===== src/hw/rtl/tsu_pkg.sv =====
`timescale 1ns / 1ps
package tsu_pkg;

  localparam int unsigned LEXEME_MAX_DEF = 1024;
  localparam int unsigned NEST_MAX_DEF   = 15;
  localparam int unsigned LINE_BITS_DEF  = 16;

  localparam int unsigned NUM_KW = 15;

  localparam logic [30:0] INT_SAT = 31'h7fff_ffff;

  // token classes
  localparam logic [3:0] CLS_END   = 4'd0;
  localparam logic [3:0] CLS_OP    = 4'd1;
  localparam logic [3:0] CLS_KW    = 4'd2;
  localparam logic [3:0] CLS_ID    = 4'd3;
  localparam logic [3:0] CLS_INT   = 4'd4;
  localparam logic [3:0] CLS_REAL  = 4'd5;
  localparam logic [3:0] CLS_STR   = 4'd6;
  localparam logic [3:0] CLS_PUN   = 4'd7;
  localparam logic [3:0] CLS_LINE  = 4'd8;
  localparam logic [3:0] CLS_NEST  = 4'd9;
  localparam logic [3:0] CLS_BLOCK = 4'd10;
  localparam logic [3:0] CLS_ERR   = 4'd11;

  // operator codes
  localparam logic [3:0] OP_ASSIGN = 4'd0;
  localparam logic [3:0] OP_ADD    = 4'd1;
  localparam logic [3:0] OP_SUB    = 4'd2;
  localparam logic [3:0] OP_MUL    = 4'd3;
  localparam logic [3:0] OP_DIV    = 4'd4;
  localparam logic [3:0] OP_MOD    = 4'd5;
  localparam logic [3:0] OP_EQ     = 4'd6;
  localparam logic [3:0] OP_NE     = 4'd7;
  localparam logic [3:0] OP_INC    = 4'd8;
  localparam logic [3:0] OP_DEC    = 4'd9;
  localparam logic [3:0] OP_GT     = 4'd10;
  localparam logic [3:0] OP_LT     = 4'd11;
  localparam logic [3:0] OP_GE     = 4'd12;
  localparam logic [3:0] OP_LE     = 4'd13;

  // punctuation codes
  localparam logic [3:0] PUN_LBRACE = 4'd0;
  localparam logic [3:0] PUN_RBRACE = 4'd1;
  localparam logic [3:0] PUN_LBRACK = 4'd2;
  localparam logic [3:0] PUN_RBRACK = 4'd3;
  localparam logic [3:0] PUN_LPAREN = 4'd4;
  localparam logic [3:0] PUN_RPAREN = 4'd5;
  localparam logic [3:0] PUN_SEMI   = 4'd6;
  localparam logic [3:0] PUN_COMMA  = 4'd7;
  localparam logic [3:0] PUN_COLON  = 4'd8;
  localparam logic [3:0] PUN_DCOLON = 4'd9;
  localparam logic [3:0] PUN_DOT    = 4'd10;
  localparam logic [3:0] PUN_DDOT   = 4'd11;
  localparam logic [3:0] CODE_NONE  = 4'd0;

  typedef enum logic [4:0] {
    S_START, S_IDENT, S_LT, S_GT, S_EQ, S_BANG, S_PLUS, S_MINUS, S_SLASH,
    S_COLON, S_DOT, S_INT, S_REAL, S_STR, S_LINE, S_BLK, S_BLK_SLASH, S_BLK_STAR
  } scan_state_e;

  typedef struct packed {
    logic [3:0]  token_class;
    logic [3:0]  token_code;
    logic [9:0]  token_length;
    logic [30:0] int_value;
    logic [15:0] line_number;
    logic        last_of_run;
  } res_t;

  function automatic logic [63:0] kw_text(input logic [3:0] j);
    logic [63:0] t;
    case (j)
      4'd0:    t = 64'("if");
      4'd1:    t = 64'("else");
      4'd2:    t = 64'("while");
      4'd3:    t = 64'("for");
      4'd4:    t = 64'("function");
      4'd5:    t = 64'("return");
      4'd6:    t = 64'("break");
      4'd7:    t = 64'("continue");
      4'd8:    t = 64'("and");
      4'd9:    t = 64'("not");
      4'd10:   t = 64'("or");
      4'd11:   t = 64'("local");
      4'd12:   t = 64'("true");
      4'd13:   t = 64'("false");
      4'd14:   t = 64'("nil");
      default: t = '0;
    endcase
    return t;
  endfunction

  function automatic logic [3:0] kw_len(input logic [3:0] j);
    logic [3:0] l;
    case (j)
      4'd0, 4'd10:                 l = 4'd2;
      4'd3, 4'd8, 4'd9, 4'd14:     l = 4'd3;
      4'd1, 4'd12:                 l = 4'd4;
      4'd2, 4'd6, 4'd11, 4'd13:    l = 4'd5;
      4'd5:                        l = 4'd6;
      4'd4, 4'd7:                  l = 4'd8;
      default:                     l = 4'd0;
    endcase
    return l;
  endfunction

  // character at position p of keyword j, zero beyond its end
  function automatic logic [7:0] kw_char(input logic [3:0] j, input logic [2:0] p);
    logic [63:0] t;
    logic [3:0]  l;
    logic [3:0]  sh;
    t  = kw_text(j);
    l  = kw_len(j);
    sh = l - 4'd1 - {1'b0, p};
    if ({1'b0, p} >= l) return 8'd0;
    return t[sh[2:0]*8 +: 8];
  endfunction

endpackage


===== src/hw/rtl/token_scanner_unit.sv =====
`timescale 1ns / 1ps
// channel | handshake           | payload
// in      | in_valid_i/ready_o  | ch_i, end_of_text_i
// out     | out_valid_o/ready_i | token_class_o, token_code_o, token_length_o,
//         |                     | int_value_o, line_number_o, last_of_run_o
// one character is scanned per cycle while in_ready_o is high; its results enter a
// four-entry result queue on the same edge and are offered from the next cycle
// ready is high while the queue has room for two results, so a run of
// single-result characters streams at one per cycle while out_ready_i stays high;
// a two-result character puts both of its results into the queue
// reset returns the scanner to its start state with the line count at one
module token_scanner_unit #(
  parameter int unsigned LEXEME_MAX = tsu_pkg::LEXEME_MAX_DEF,
  parameter int unsigned NEST_MAX   = tsu_pkg::NEST_MAX_DEF,
  parameter int unsigned LINE_BITS  = tsu_pkg::LINE_BITS_DEF
) (
  input  logic        clk_i,
  input  logic        rst_ni,
  input  logic        in_valid_i,
  output logic        in_ready_o,
  input  logic [7:0]  ch_i,
  input  logic        end_of_text_i,
  output logic        out_valid_o,
  input  logic        out_ready_i,
  output logic [3:0]  token_class_o,
  output logic [3:0]  token_code_o,
  output logic [9:0]  token_length_o,
  output logic [30:0] int_value_o,
  output logic [15:0] line_number_o,
  output logic        last_of_run_o
);
  import tsu_pkg::*;

  logic       fire;
  logic [1:0] res_cnt;
  res_t       res0, res1, head;

  assign fire = in_valid_i && in_ready_o;

  tsu_core #(
    .LEXEME_MAX(LEXEME_MAX),
    .NEST_MAX  (NEST_MAX),
    .LINE_BITS (LINE_BITS)
  ) u_core (
    .clk_i    (clk_i),
    .rst_ni   (rst_ni),
    .fire_i   (fire),
    .ch_i     (ch_i),
    .eot_i    (end_of_text_i),
    .res_cnt_o(res_cnt),
    .res0_o   (res0),
    .res1_o   (res1)
  );

  tsu_fifo u_fifo (
    .clk_i     (clk_i),
    .rst_ni    (rst_ni),
    .push_cnt_i(res_cnt),
    .push0_i   (res0),
    .push1_i   (res1),
    .space2_o  (in_ready_o),
    .valid_o   (out_valid_o),
    .ready_i   (out_ready_i),
    .data_o    (head)
  );

  assign token_class_o  = head.token_class;
  assign token_code_o   = head.token_code;
  assign token_length_o = head.token_length;
  assign int_value_o    = head.int_value;
  assign line_number_o  = head.line_number;
  assign last_of_run_o  = head.last_of_run;
endmodule


===== src/hw/rtl/tsu_fifo.sv =====
`timescale 1ns / 1ps
module tsu_fifo (
  input  logic          clk_i,
  input  logic          rst_ni,
  input  logic [1:0]    push_cnt_i,
  input  tsu_pkg::res_t push0_i,
  input  tsu_pkg::res_t push1_i,
  output logic          space2_o,
  output logic          valid_o,
  input  logic          ready_i,
  output tsu_pkg::res_t data_o
);
  import tsu_pkg::*;

  res_t       mem_q [4];
  logic [1:0] wr_q, rd_q;
  logic [2:0] cnt_q;
  logic       pop;

  assign valid_o  = cnt_q != 3'd0;
  assign data_o   = mem_q[rd_q];
  assign pop      = valid_o && ready_i;
  assign space2_o = cnt_q <= 3'd2;

  always_ff @(posedge clk_i) begin
    if (push_cnt_i != 2'd0) mem_q[wr_q] <= push0_i;
    if (push_cnt_i == 2'd2) mem_q[wr_q + 2'd1] <= push1_i;
  end

  always_ff @(posedge clk_i or negedge rst_ni) begin
    if (!rst_ni) begin
      wr_q  <= '0;
      rd_q  <= '0;
      cnt_q <= '0;
    end else begin
      wr_q  <= wr_q + push_cnt_i;
      rd_q  <= rd_q + {1'b0, pop};
      cnt_q <= cnt_q + {1'b0, push_cnt_i} - {2'b0, pop};
    end
  end
endmodule


===== src/hw/rtl/tsu_core.sv =====
`timescale 1ns / 1ps
module tsu_core #(
  parameter int unsigned LEXEME_MAX = tsu_pkg::LEXEME_MAX_DEF,
  parameter int unsigned NEST_MAX   = tsu_pkg::NEST_MAX_DEF,
  parameter int unsigned LINE_BITS  = tsu_pkg::LINE_BITS_DEF
) (
  input  logic          clk_i,
  input  logic          rst_ni,
  input  logic          fire_i,
  input  logic [7:0]    ch_i,
  input  logic          eot_i,
  output logic [1:0]    res_cnt_o,
  output tsu_pkg::res_t res0_o,
  output tsu_pkg::res_t res1_o
);
  import tsu_pkg::*;

  localparam int unsigned LW = $clog2(LEXEME_MAX);
  localparam int unsigned DW = $clog2(NEST_MAX + 1);
  localparam logic [LW-1:0] LEN_LIM  = LW'(LEXEME_MAX - 1);
  localparam logic [DW-1:0] NEST_LIM = DW'(NEST_MAX);

  scan_state_e        st_q, st_d;
  logic [LW-1:0]      len_q, len_d;
  logic [30:0]        acc_q, acc_d;
  logic [DW-1:0]      dep_q, dep_d;
  logic               nest_q, nest_d;
  logic [NUM_KW-1:0]  mask_q, mask_d;
  logic [LINE_BITS-1:0] line_q;

  res_t       res [2];
  logic [1:0] n;
  logic       rescan;
  logic       ovf;
  logic       is_alpha, is_digit, is_space;
  logic [3:0] dig;
  logic [34:0] prod;
  logic        kw_hit;
  logic [3:0]  kw_idx;
  logic [15:0] ln;

  assign is_alpha = (ch_i inside {["a":"z"], ["A":"Z"]});
  assign is_digit = (ch_i inside {["0":"9"]});
  assign is_space = (ch_i inside {[8'd9:8'd13], " "});
  assign dig      = 4'(ch_i - 8'h30);
  assign ovf      = len_q >= LEN_LIM;
  assign prod     = ({4'b0, acc_q} << 3) + ({4'b0, acc_q} << 1) + 35'(dig);
  assign ln       = 16'(line_q);

  // whole-word keyword match
  always_comb begin
    kw_hit = 1'b0;
    kw_idx = '0;
    for (int j = NUM_KW - 1; j >= 0; j--) begin
      if (mask_q[j] && (32'(len_q) == 32'(kw_len(4'(j))))) begin
        kw_hit = 1'b1;
        kw_idx = 4'(j);
      end
    end
  end

  function automatic res_t mk(input logic [3:0] c, input logic [3:0] k,
                              input logic [9:0] l, input logic [30:0] v,
                              input logic [15:0] lnum);
    res_t r;
    r.token_class  = c;
    r.token_code   = k;
    r.token_length = l;
    r.int_value    = v;
    r.line_number  = lnum;
    r.last_of_run  = 1'b0;
    return r;
  endfunction

  always_comb begin
    st_d   = st_q;
    len_d  = len_q;
    acc_d  = acc_q;
    dep_d  = dep_q;
    nest_d = nest_q;
    mask_d = mask_q;
    res[0] = '0;
    res[1] = '0;
    n      = '0;
    rescan = 1'b0;

    if (eot_i) begin
      case (st_q)
        S_IDENT: begin
          if (kw_hit) res[n[0]] = mk(CLS_KW, kw_idx, 10'(len_q), '0, ln);
          else        res[n[0]] = mk(CLS_ID, CODE_NONE, 10'(len_q), '0, ln);
          n = n + 2'd1;
        end
        S_LT:    begin res[n[0]] = mk(CLS_OP, OP_LT, 10'd1, '0, ln); n = n + 2'd1; end
        S_GT:    begin res[n[0]] = mk(CLS_OP, OP_GT, 10'd1, '0, ln); n = n + 2'd1; end
        S_EQ:    begin res[n[0]] = mk(CLS_OP, OP_ASSIGN, 10'd1, '0, ln); n = n + 2'd1; end
        S_BANG:  begin res[n[0]] = mk(CLS_ERR, CODE_NONE, 10'd1, '0, ln); n = n + 2'd1; end
        S_PLUS:  begin res[n[0]] = mk(CLS_OP, OP_ADD, 10'd1, '0, ln); n = n + 2'd1; end
        S_MINUS: begin res[n[0]] = mk(CLS_OP, OP_SUB, 10'd1, '0, ln); n = n + 2'd1; end
        S_SLASH: begin res[n[0]] = mk(CLS_OP, OP_DIV, 10'd1, '0, ln); n = n + 2'd1; end
        S_COLON: begin res[n[0]] = mk(CLS_PUN, PUN_COLON, 10'd1, '0, ln); n = n + 2'd1; end
        S_DOT:   begin res[n[0]] = mk(CLS_PUN, PUN_DOT, 10'd1, '0, ln); n = n + 2'd1; end
        S_INT: begin
          res[n[0]] = mk(CLS_INT, CODE_NONE, 10'(len_q), acc_q, ln);
          n = n + 2'd1;
        end
        S_REAL: begin
          res[n[0]] = mk(CLS_REAL, CODE_NONE, 10'(len_q), '0, ln);
          n = n + 2'd1;
        end
        S_LINE: begin
          res[n[0]] = mk(CLS_LINE, CODE_NONE, 10'(len_q), '0, ln);
          n = n + 2'd1;
        end
        S_STR, S_BLK, S_BLK_SLASH, S_BLK_STAR: begin
          res[n[0]] = mk(CLS_ERR, CODE_NONE, 10'(len_q), '0, ln);
          n = n + 2'd1;
        end
        default: ;
      endcase
      res[n[0]] = mk(CLS_END, CODE_NONE, 10'd0, '0, ln);
      n = n + 2'd1;
      st_d = S_START; len_d = '0; acc_d = '0; dep_d = '0; nest_d = 1'b0; mask_d = '0;
    end else begin
      case (st_q)
        S_IDENT: begin
          if (is_alpha || is_digit || ch_i == "_") begin
            if (ovf) begin
              res[n[0]] = mk(CLS_ERR, CODE_NONE, 10'(len_q), '0, ln);
              n = n + 2'd1;
              st_d = S_START; len_d = '0; mask_d = '0;
            end else begin
              len_d = len_q + 1'b1;
              for (int j = 0; j < NUM_KW; j++) begin
                mask_d[j] = mask_q[j] && (32'(len_q) < 32'(kw_len(4'(j))))
                            && (kw_char(4'(j), len_q[2:0]) == ch_i);
              end
            end
          end else begin
            if (kw_hit) res[n[0]] = mk(CLS_KW, kw_idx, 10'(len_q), '0, ln);
            else        res[n[0]] = mk(CLS_ID, CODE_NONE, 10'(len_q), '0, ln);
            n = n + 2'd1;
            rescan = 1'b1;
          end
        end
        S_LT, S_GT, S_EQ, S_BANG, S_PLUS, S_MINUS, S_COLON, S_DOT: begin
          logic [7:0] sec;
          logic [3:0] pcls, pcode, scls, scode;
          sec = "="; pcls = CLS_OP; scls = CLS_OP; pcode = OP_LE; scode = OP_LT;
          case (st_q)
            S_GT:    begin pcode = OP_GE; scode = OP_GT; end
            S_EQ:    begin pcode = OP_EQ; scode = OP_ASSIGN; end
            S_BANG:  begin pcode = OP_NE; scls = CLS_ERR; scode = CODE_NONE; end
            S_PLUS:  begin sec = "+"; pcode = OP_INC; scode = OP_ADD; end
            S_MINUS: begin sec = "-"; pcode = OP_DEC; scode = OP_SUB; end
            S_COLON: begin
              sec = ":"; pcls = CLS_PUN; scls = CLS_PUN; pcode = PUN_DCOLON; scode = PUN_COLON;
            end
            S_DOT: begin
              sec = "."; pcls = CLS_PUN; scls = CLS_PUN; pcode = PUN_DDOT; scode = PUN_DOT;
            end
            default: ;
          endcase
          if (ch_i == sec) begin
            res[n[0]] = mk(pcls, pcode, 10'd2, '0, ln);
            n = n + 2'd1;
            st_d = S_START; len_d = '0;
          end else begin
            res[n[0]] = mk(scls, scode, 10'd1, '0, ln);
            n = n + 2'd1;
            rescan = 1'b1;
          end
        end
        S_SLASH: begin
          if (ch_i == "*") begin
            len_d = LW'(2); dep_d = DW'(1); nest_d = 1'b0; st_d = S_BLK;
          end else if (ch_i == "/") begin
            len_d = LW'(2); st_d = S_LINE;
          end else begin
            res[n[0]] = mk(CLS_OP, OP_DIV, 10'd1, '0, ln);
            n = n + 2'd1;
            rescan = 1'b1;
          end
        end
        S_INT, S_REAL: begin
          if (is_digit || (st_q == S_INT && ch_i == ".")) begin
            if (ovf) begin
              res[n[0]] = mk(CLS_ERR, CODE_NONE, 10'(len_q), '0, ln);
              n = n + 2'd1;
              st_d = S_START; len_d = '0; acc_d = '0;
            end else begin
              len_d = len_q + 1'b1;
              if (!is_digit) st_d = S_REAL;
              else if (st_q == S_INT) acc_d = (prod > {4'b0, INT_SAT}) ? INT_SAT : prod[30:0];
            end
          end else begin
            if (st_q == S_INT) res[n[0]] = mk(CLS_INT, CODE_NONE, 10'(len_q), acc_q, ln);
            else               res[n[0]] = mk(CLS_REAL, CODE_NONE, 10'(len_q), '0, ln);
            n = n + 2'd1;
            rescan = 1'b1;
          end
        end
        S_STR: begin
          if (is_alpha || is_digit || is_space || ch_i == "\"") begin
            if (ovf) begin
              res[n[0]] = mk(CLS_ERR, CODE_NONE, 10'(len_q), '0, ln);
              n = n + 2'd1;
              st_d = S_START; len_d = '0;
            end else if (ch_i == "\"") begin
              res[n[0]] = mk(CLS_STR, CODE_NONE, 10'({1'b0, len_q} + 1'b1), '0, ln);
              n = n + 2'd1;
              st_d = S_START; len_d = '0;
            end else begin
              len_d = len_q + 1'b1;
            end
          end else begin
            res[n[0]] = mk(CLS_ERR, CODE_NONE, 10'({1'b0, len_q} + 1'b1), '0, ln);
            n = n + 2'd1;
            st_d = S_START; len_d = '0;
          end
        end
        S_LINE: begin
          if (ch_i == 8'h0a || ovf) begin
            res[n[0]] = mk((ch_i == 8'h0a) ? CLS_LINE : CLS_ERR, CODE_NONE,
                           10'(len_q), '0, ln);
            n = n + 2'd1;
            st_d = S_START; len_d = '0;
          end else begin
            len_d = len_q + 1'b1;
          end
        end
        S_BLK, S_BLK_SLASH, S_BLK_STAR: begin
          if (ovf) begin
            res[n[0]] = mk(CLS_ERR, CODE_NONE, 10'(len_q), '0, ln);
            n = n + 2'd1;
            st_d = S_START; len_d = '0; dep_d = '0; nest_d = 1'b0;
          end else begin
            len_d = len_q + 1'b1;
            case (st_q)
              S_BLK: begin
                if (ch_i == "/") st_d = S_BLK_SLASH;
                else if (ch_i == "*") st_d = S_BLK_STAR;
              end
              S_BLK_SLASH: begin
                if (ch_i == "*") begin
                  if (dep_q >= NEST_LIM) begin
                    res[n[0]] = mk(CLS_ERR, CODE_NONE, 10'({1'b0, len_q} + 1'b1), '0, ln);
                    n = n + 2'd1;
                    st_d = S_START; len_d = '0; dep_d = '0; nest_d = 1'b0;
                  end else begin
                    dep_d = dep_q + 1'b1; nest_d = 1'b1; st_d = S_BLK;
                  end
                end else if (ch_i != "/") begin
                  st_d = S_BLK;
                end
              end
              default: begin
                if (ch_i == "/") begin
                  // outermost close ends the comment
                  if (dep_q <= DW'(1)) begin
                    res[n[0]] = mk(nest_q ? CLS_NEST : CLS_BLOCK, CODE_NONE,
                                   10'({1'b0, len_q} + 1'b1), '0, ln);
                    n = n + 2'd1;
                    st_d = S_START; len_d = '0; dep_d = '0; nest_d = 1'b0;
                  end else begin
                    dep_d = dep_q - 1'b1; st_d = S_BLK;
                  end
                end else if (ch_i != "*") begin
                  st_d = S_BLK;
                end
              end
            endcase
          end
        end
        default: rescan = 1'b1;
      endcase

      if (rescan) begin
        st_d = S_START; len_d = '0; acc_d = '0; dep_d = '0; nest_d = 1'b0; mask_d = '0;
        if (!is_space) begin
          len_d = LW'(1);
          if (is_alpha) begin
            st_d = S_IDENT;
            for (int j = 0; j < NUM_KW; j++) mask_d[j] = kw_char(4'(j), 3'd0) == ch_i;
          end else if (is_digit) begin
            st_d  = S_INT;
            acc_d = 31'(dig);
          end else begin
            case (ch_i)
              "<":  st_d = S_LT;
              ">":  st_d = S_GT;
              "=":  st_d = S_EQ;
              "!":  st_d = S_BANG;
              "+":  st_d = S_PLUS;
              "-":  st_d = S_MINUS;
              "/":  st_d = S_SLASH;
              ":":  st_d = S_COLON;
              ".":  st_d = S_DOT;
              "\"": st_d = S_STR;
              "*", "%": begin
                res[n[0]] = mk(CLS_OP, (ch_i == "*") ? OP_MUL : OP_MOD, 10'd1, '0, ln);
                n = n + 2'd1;
                len_d = '0;
              end
              "{", "}", "[", "]", "(", ")", ";", ",": begin
                logic [3:0] pc;
                case (ch_i)
                  "{":     pc = PUN_LBRACE;
                  "}":     pc = PUN_RBRACE;
                  "[":     pc = PUN_LBRACK;
                  "]":     pc = PUN_RBRACK;
                  "(":     pc = PUN_LPAREN;
                  ")":     pc = PUN_RPAREN;
                  ";":     pc = PUN_SEMI;
                  default: pc = PUN_COMMA;
                endcase
                res[n[0]] = mk(CLS_PUN, pc, 10'd1, '0, ln);
                n = n + 2'd1;
                len_d = '0;
              end
              default: begin
                res[n[0]] = mk(CLS_ERR, CODE_NONE, 10'd1, '0, ln);
                n = n + 2'd1;
                len_d = '0;
              end
            endcase
          end
        end
      end
    end

    if (n == 2'd1) res[0].last_of_run = 1'b1;
    if (n == 2'd2) res[1].last_of_run = 1'b1;
  end

  assign res_cnt_o = fire_i ? n : 2'd0;
  assign res0_o    = res[0];
  assign res1_o    = res[1];

  always_ff @(posedge clk_i or negedge rst_ni) begin
    if (!rst_ni) begin
      st_q   <= S_START;
      len_q  <= '0;
      acc_q  <= '0;
      dep_q  <= '0;
      nest_q <= 1'b0;
      mask_q <= '0;
      line_q <= LINE_BITS'(1);
    end else if (fire_i) begin
      st_q   <= st_d;
      len_q  <= len_d;
      acc_q  <= acc_d;
      dep_q  <= dep_d;
      nest_q <= nest_d;
      mask_q <= mask_d;
      if (!eot_i && ch_i == 8'h0a) line_q <= line_q + 1'b1;
    end
  end
endmodule


===== config.mk =====
export PLATFORM = sky130hd
export DESIGN_NAME = token_scanner_unit
export DESIGN_NICKNAME = d
export VERILOG_FILES = /design/src/hw/rtl/tsu_pkg.sv /design/src/hw/rtl/token_scanner_unit.sv /design/src/hw/rtl/tsu_fifo.sv /design/src/hw/rtl/tsu_core.sv
export SDC_FILE = /design/constraint.sdc
export NUM_CORES = 1
export LEC_CHECK = 0
export BUFFER_PORTS_ARGS = -buffer_cell sky130_fd_sc_hd__buf_2
export CORE_MARGIN = 2
export CORE_UTILIZATION = 35
export DETAILED_ROUTE_END_ITERATION = 10
export GPL_TIMING_DRIVEN = 0
export SLEW_MARGIN = 20
export SYNTH_ARGS = -nofsm -noshare
export SYNTH_HDL_FRONTEND = slang
export SYNTH_SLANG_ARGS = --single-unit

===== constraint.sdc =====
create_clock -name clk_i -period 24.3 [get_ports clk_i]
set_input_delay 4.86 -clock clk_i [delete_from_list [all_inputs] [get_ports clk_i]]
set_output_delay 4.86 -clock clk_i [all_outputs]
set_load 0.01 [all_outputs]

Yosys cells after proc, flatten, opt, wreduce, memory -nomap -nowiden. Memories as Yosys holds them, arrays and structs flattened. Index checks and enable logic that the tools add are counted.

Bits of input ports: 13. Register bits: 89. Word-level logic and storage cells: 905. Bits in writable memories: 264. Memories: 1.

Memory list: u_fifo.mem_q (words 4, width 66, read ports 1, clocked after Yosys merged registers in 0, wr ports 2, line tsu_fifo.sv:15) `res_t mem_q [4];`.

Bitwise operators: 2. Order comparisons: 35. Shift operators: 30. Reduce and logical (&&, ||, !) cells: 94. Equality and inequality tests: 98. $add $sub $neg: 33. Mux-type cells: 602.

Operators by type and width (number): 64-bit 2-to-1 mux (120); 64-bit by 7-bit variable part select with 8-bit output (30); 8-bit 2-to-1 mux (164); 66-bit 2-to-1 mux (17); 66-bit one-hot mux with 14 select lines (1); 132-bit 2-to-1 mux (5); 132-bit bitwise mux (4); 66-bit one-hot mux with 7 select lines (1); 132-bit one-hot mux with 3 select lines (1); 4-bit 2-to-1 mux (80); 31-bit 2-to-1 mux (10); 8-bit equality test (31); 10-bit 2-to-1 mux (20); 63-bit 2-to-1 mux (3); 8-bit by 6-bit equality test with 1-bit output (second input constant) (17); 66-bit demux with 1-bit select (2); 66-bit one-hot mux with 2 select lines (1); 5-bit 2-to-1 mux (24); 15-bit 2-to-1 mux (7); 1-bit 2-to-1 mux (104); 10-bit one-hot mux with 7 select lines (1); 65-bit 2-to-1 mux (1); 10-bit by 4-bit < comparator with 1-bit output (6); 1-bit logical AND (55); 83 further kinds (189).

Depth between registers and ports, before layout.
Depth after elaboration: 29. Gate-level depth with buffers: 20.

Cells and area by module. A second synthesis with hierarchy kept.

Cells, all modules: 2234. Area, all modules: 24738.7 µm².

Modules (own cells, without submodules): tsu_fifo (cells each 679, times used 1, seq. area each 8102.8 µm², area an instance 13427.9 µm²); tsu_core (cells each 1554, times used 1, seq. area each 2053.2 µm², area an instance 11304.6 µm²); token_scanner_unit (cells each 1, times used 1, seq. area each 0.0 µm², area an instance 6.3 µm²).

Least setup slack after synthesis. OpenSTA, ideal clock, no wires.

Kind: input to register. Start: in ch_i[7]. End: mem u_fifo.mem_q[0][0] in the netlist's numbering, enable pin. Slack: 9559 ps. Cell stages on the path: 12. Arrival: 14071 ps. Buffers on the path: 2. Cells stage by stage: buf_2 > or4b_2 > or4_4 > and2_1 > a21o_1 > and4_1 > buf_2 > inv_4 > ha_1 > or3_1 > a21oi_1 > o41ai_1.

RTL lines: start: declaration (line token_scanner_unit.sv:21) `input logic [7:0] ch_i,`; end: declaration (line tsu_fifo.sv:15).

==> impl_metrics.json <==
{
  "globalRouteTotalUtil_pct": 21.9,
  "slew_viol_final": 0,
  "synth_compound_area_share_pct": 14.2,
  "avgViaCountPerCell": 5.80,
  "dieArea_um2": 64400,
  "grt_pass1_vias": 17900,
  "ys_types": 87,
  "layout.nets": 2367,
  "power_mw": 2.38,
  "setup_violations": 0,
  "irDropWorstVdd_uv": 52.5,
  "hpwl_um": 53200,
  "setup_tns_ns": 0,
  "clk_latency_ns": 0.56,
  "yosysTopAreaCell": "edfxtp_1",
  "cts_tree": "done",
  "areaGrowthSynthToFinish_pct": 14.3,
  "syn_inst": 2113,
  "synth_top_area_share_pct": 36.3,
  "synthMuxAreaShare_pct": 8.17,
  "async_reset_ff_share_pct": 25.2,
  "relSlewSlack_pct": 23.9,
  "place_area_um2": 23800,
  "synth-xor-area-share_pct": 3.93,
  "syn-cell-area_um2": 21800,
  "cts-resized-gates": 0,
  "drive_above_1_share_pct": 12.3,
  "fin_util_pct": 40.5,
  "synthTopCellsByArea": "edfxtp_1 36%, dfrtp_1 10%, mux4_2 6.8%",
  "worst_pin_slew_ns": 1.13,
  "ys_warn_count": 0,
  "drtAntennaViolNets": 0,
  "dp_slack_ns": 12.15,
  "die_x_um": 254,
  "clock_sinks": 353,
  "synth_top_family_by_area": "simple AND/OR/NAND/NOR gates",
  "status": "complete, no violations",
  "clock_skew_ns": 0.0151,
  "gp_congestion": 0.956,
  "final_cell_area_um2": 25000,
  "totalWireLength_um": 71000,
  "antenna_found_initial": 1,
  "wl_per_cell_um": 22.7,
  "synthAdderAreaFrac_pct": 5.43,
  "cts_buffers": 39,
  "dr.pass1.iters": 5,
  "crit_type": "input port to flip-flop",
  "vias": 18200,
  "power_density_nw_per_um2": 95.3,
  "fillers": 6098,
  "min_path_type": "flip-flop to flip-flop",
  "core-area_um2": 61700,
  "p_leak_nw": 9.84,
  "cts_hold_buf": 0,
  "synth_most_common_cell": "nor2_1",
  "hold_violations": 0,
  "finalCritPeriodShare_pct": 48.3,
  "ys_top_cells_by_count": "269 x nor2_1, 264 x edfxtp_1, 181 x nand2_1",
  "cp-end-kind": "flip-flop",
  "required_ns": 24.56,
  "cts_root_buffer": "clkbuf_16",
  "ys_seq_area_share_pct": 46.5,
  "drv_cap": 0,
  "drc_errors": 0,
  "drt_iter0_markers": 1517,
  "fmaxAchievable_ghz": 0.0852,
  "grt_overflow_total": 0,
  "dieHeight_um": 254,
  "synth_edf_count": 264,
  "syn_nets": 2219,
  "post_cts_buffers": 0,
  "cp-start-kind": "input port",
  "rsz0062_at_grt": "false",
  "htreeDepth": 2,
  "io_pins": 81,
  "grt_pass1_wl_um": 109000,
  "synth-simple-area-share_pct": 18.4,
  "start_util_pct": 35.4,
  "rows": 91,
  "clk_pin_slew_worst_paths_ns": 0.06,
  "grt_max_degree": 56,
  "crit_fanout": 10,
  "critical_path_arrival_ns": 12.00,
  "yosys_most_used_dff": "edfxtp_1",
  "period_minus_slack_ns": 11.74,
  "io_buffers": 79,
  "ys_ff_latch": 353,
  "avgSynthCellArea_um2": 10.3,
  "clockBufferDepth": 3,
  "fin_ws_ns": 12.56
}
==> state kept, by name (all words and copies together), names as in the netlist, 3 cells and up <==
signal,count
u_core.line_q,16
u_core.acc_q,31
u_core.st_q,5
u_fifo.cnt_q,3
u_fifo.mem_q,264
u_core.len_q,10
u_core.mask_q,15
u_core.dep_q,4
==> per-layer routing <==
metal / global-route usage, % / vias to the layer above / wire length (um)
met5: 0 / - / 0
met4: 7.56 / 0 / 2370
met3: 3.39 / 134 / 4500
met2: 35.8 / 716 / 33200
met1: 29.7 / 9074 / 30900
li1: - / 8231 / -
==> report_power, final <==
part,internal (mW),total (mW),switching [mW]
sequential,0.752,0.782,0.0303
combinational,0.374,1.04,0.664
clock,0.315,0.559,0.243
==> through the flow <==
step / std cells / hold WS, ns
2_1_floorplan: 2113 / 0.453
3_3_place_gp: 3029 / 0.475
3_5_place_dp: 3057 / 0.483
4_1_cts: 3127 / 0.497
5_1_grt: 3127 / 0.508
6_report: 3128 / 0.505
==> placed cells by master, fill, tap and decap left out, drive strengths merged, types with 20 or more instances in the layout <==
cell      n
a211oi   23
a21oi   115
a221o    25
a31oi    25
and2     54
and3     53
buf     156
clkbuf  145
dfrtp    88
edfxtp  264
ha       90
inv      44
mux2i    24
mux4     66
nand2   181
nand3    64
nand4    30
nor2    270
nor2b    20
nor3     54
nor4     20
o21ai    89
xnor2    75
xor2     23
==> area by class of cell <==
| class | count | area (um^2) | area share (%) |
|---|---|---|---|
| diodes | 1 | 2.50 | 0.0100 |
| well taps | 837 | 1050 | 4.20 |
| plain buffers | 144 | 562 | 2.25 |
| inverters | 47 | 179 | 0.717 |
| clock buffers | 50 | 1050 | 4.20 |
| clock inverters | 20 | 140 | 0.561 |
| multi-input cells | 1569 | 11000 | 44.1 |
| flip-flops and latches | 353 | 10200 | 40.7 |
| repair buffers | 107 | 833 | 3.34 |
==> worst paths after layout <==
path	start	end	slack, ns	cells past startpoint
min in group asynchronous	rst_ni	u_core.mask_q[6]	4.21	1
max reg2reg	u_core.len_q[1]	u_fifo.mem_q[0][36]	16.57	24
max in group asynchronous	rst_ni	u_core.line_q[0]	19.40	2
max	ch_i[7]	u_fifo.mem_q[0][36]	12.56	24
min reg2reg	u_fifo.wr_q[0]	u_fifo.wr_q[0]	0.50	1
min	u_fifo.wr_q[0]	u_fifo.wr_q[0]	0.50	1
==> cell families after synthesis <==
logic type | Yosys count
buffers and inverters | 191
adder cells (fa/ha/maj) | 93
flip-flops | 353
AO/OA/AOI/OAI | 456
multiplexers | 95
AND/OR/NAND/NOR | 827
XOR/XNOR | 98
==> worst max-delay path, stage by stage <==
cell and delay, ns:
buf_2 0.11, buf_2 0.21, nor3b_1 0.51, nand3_1 0.50
o21ai_0 0.31, o21ai_0 0.30, o21ai_0 0.56, and4_1 0.27
buf_2 0.20, inv_4 0.08, ha_1 0.34, or3_1 0.41
o31ai_1 0.77, nand2b_1 0.39, clkbuf_1 0.39, o41ai_2 0.24
buf_4 0.28, buf_2 0.22, buf_6 0.16, buf_4 0.15
buf_2 0.19, buf_4 0.18, buf_4 0.16, buf_4 0.16
Note: power is estimated with default switching activity, not from simulation.
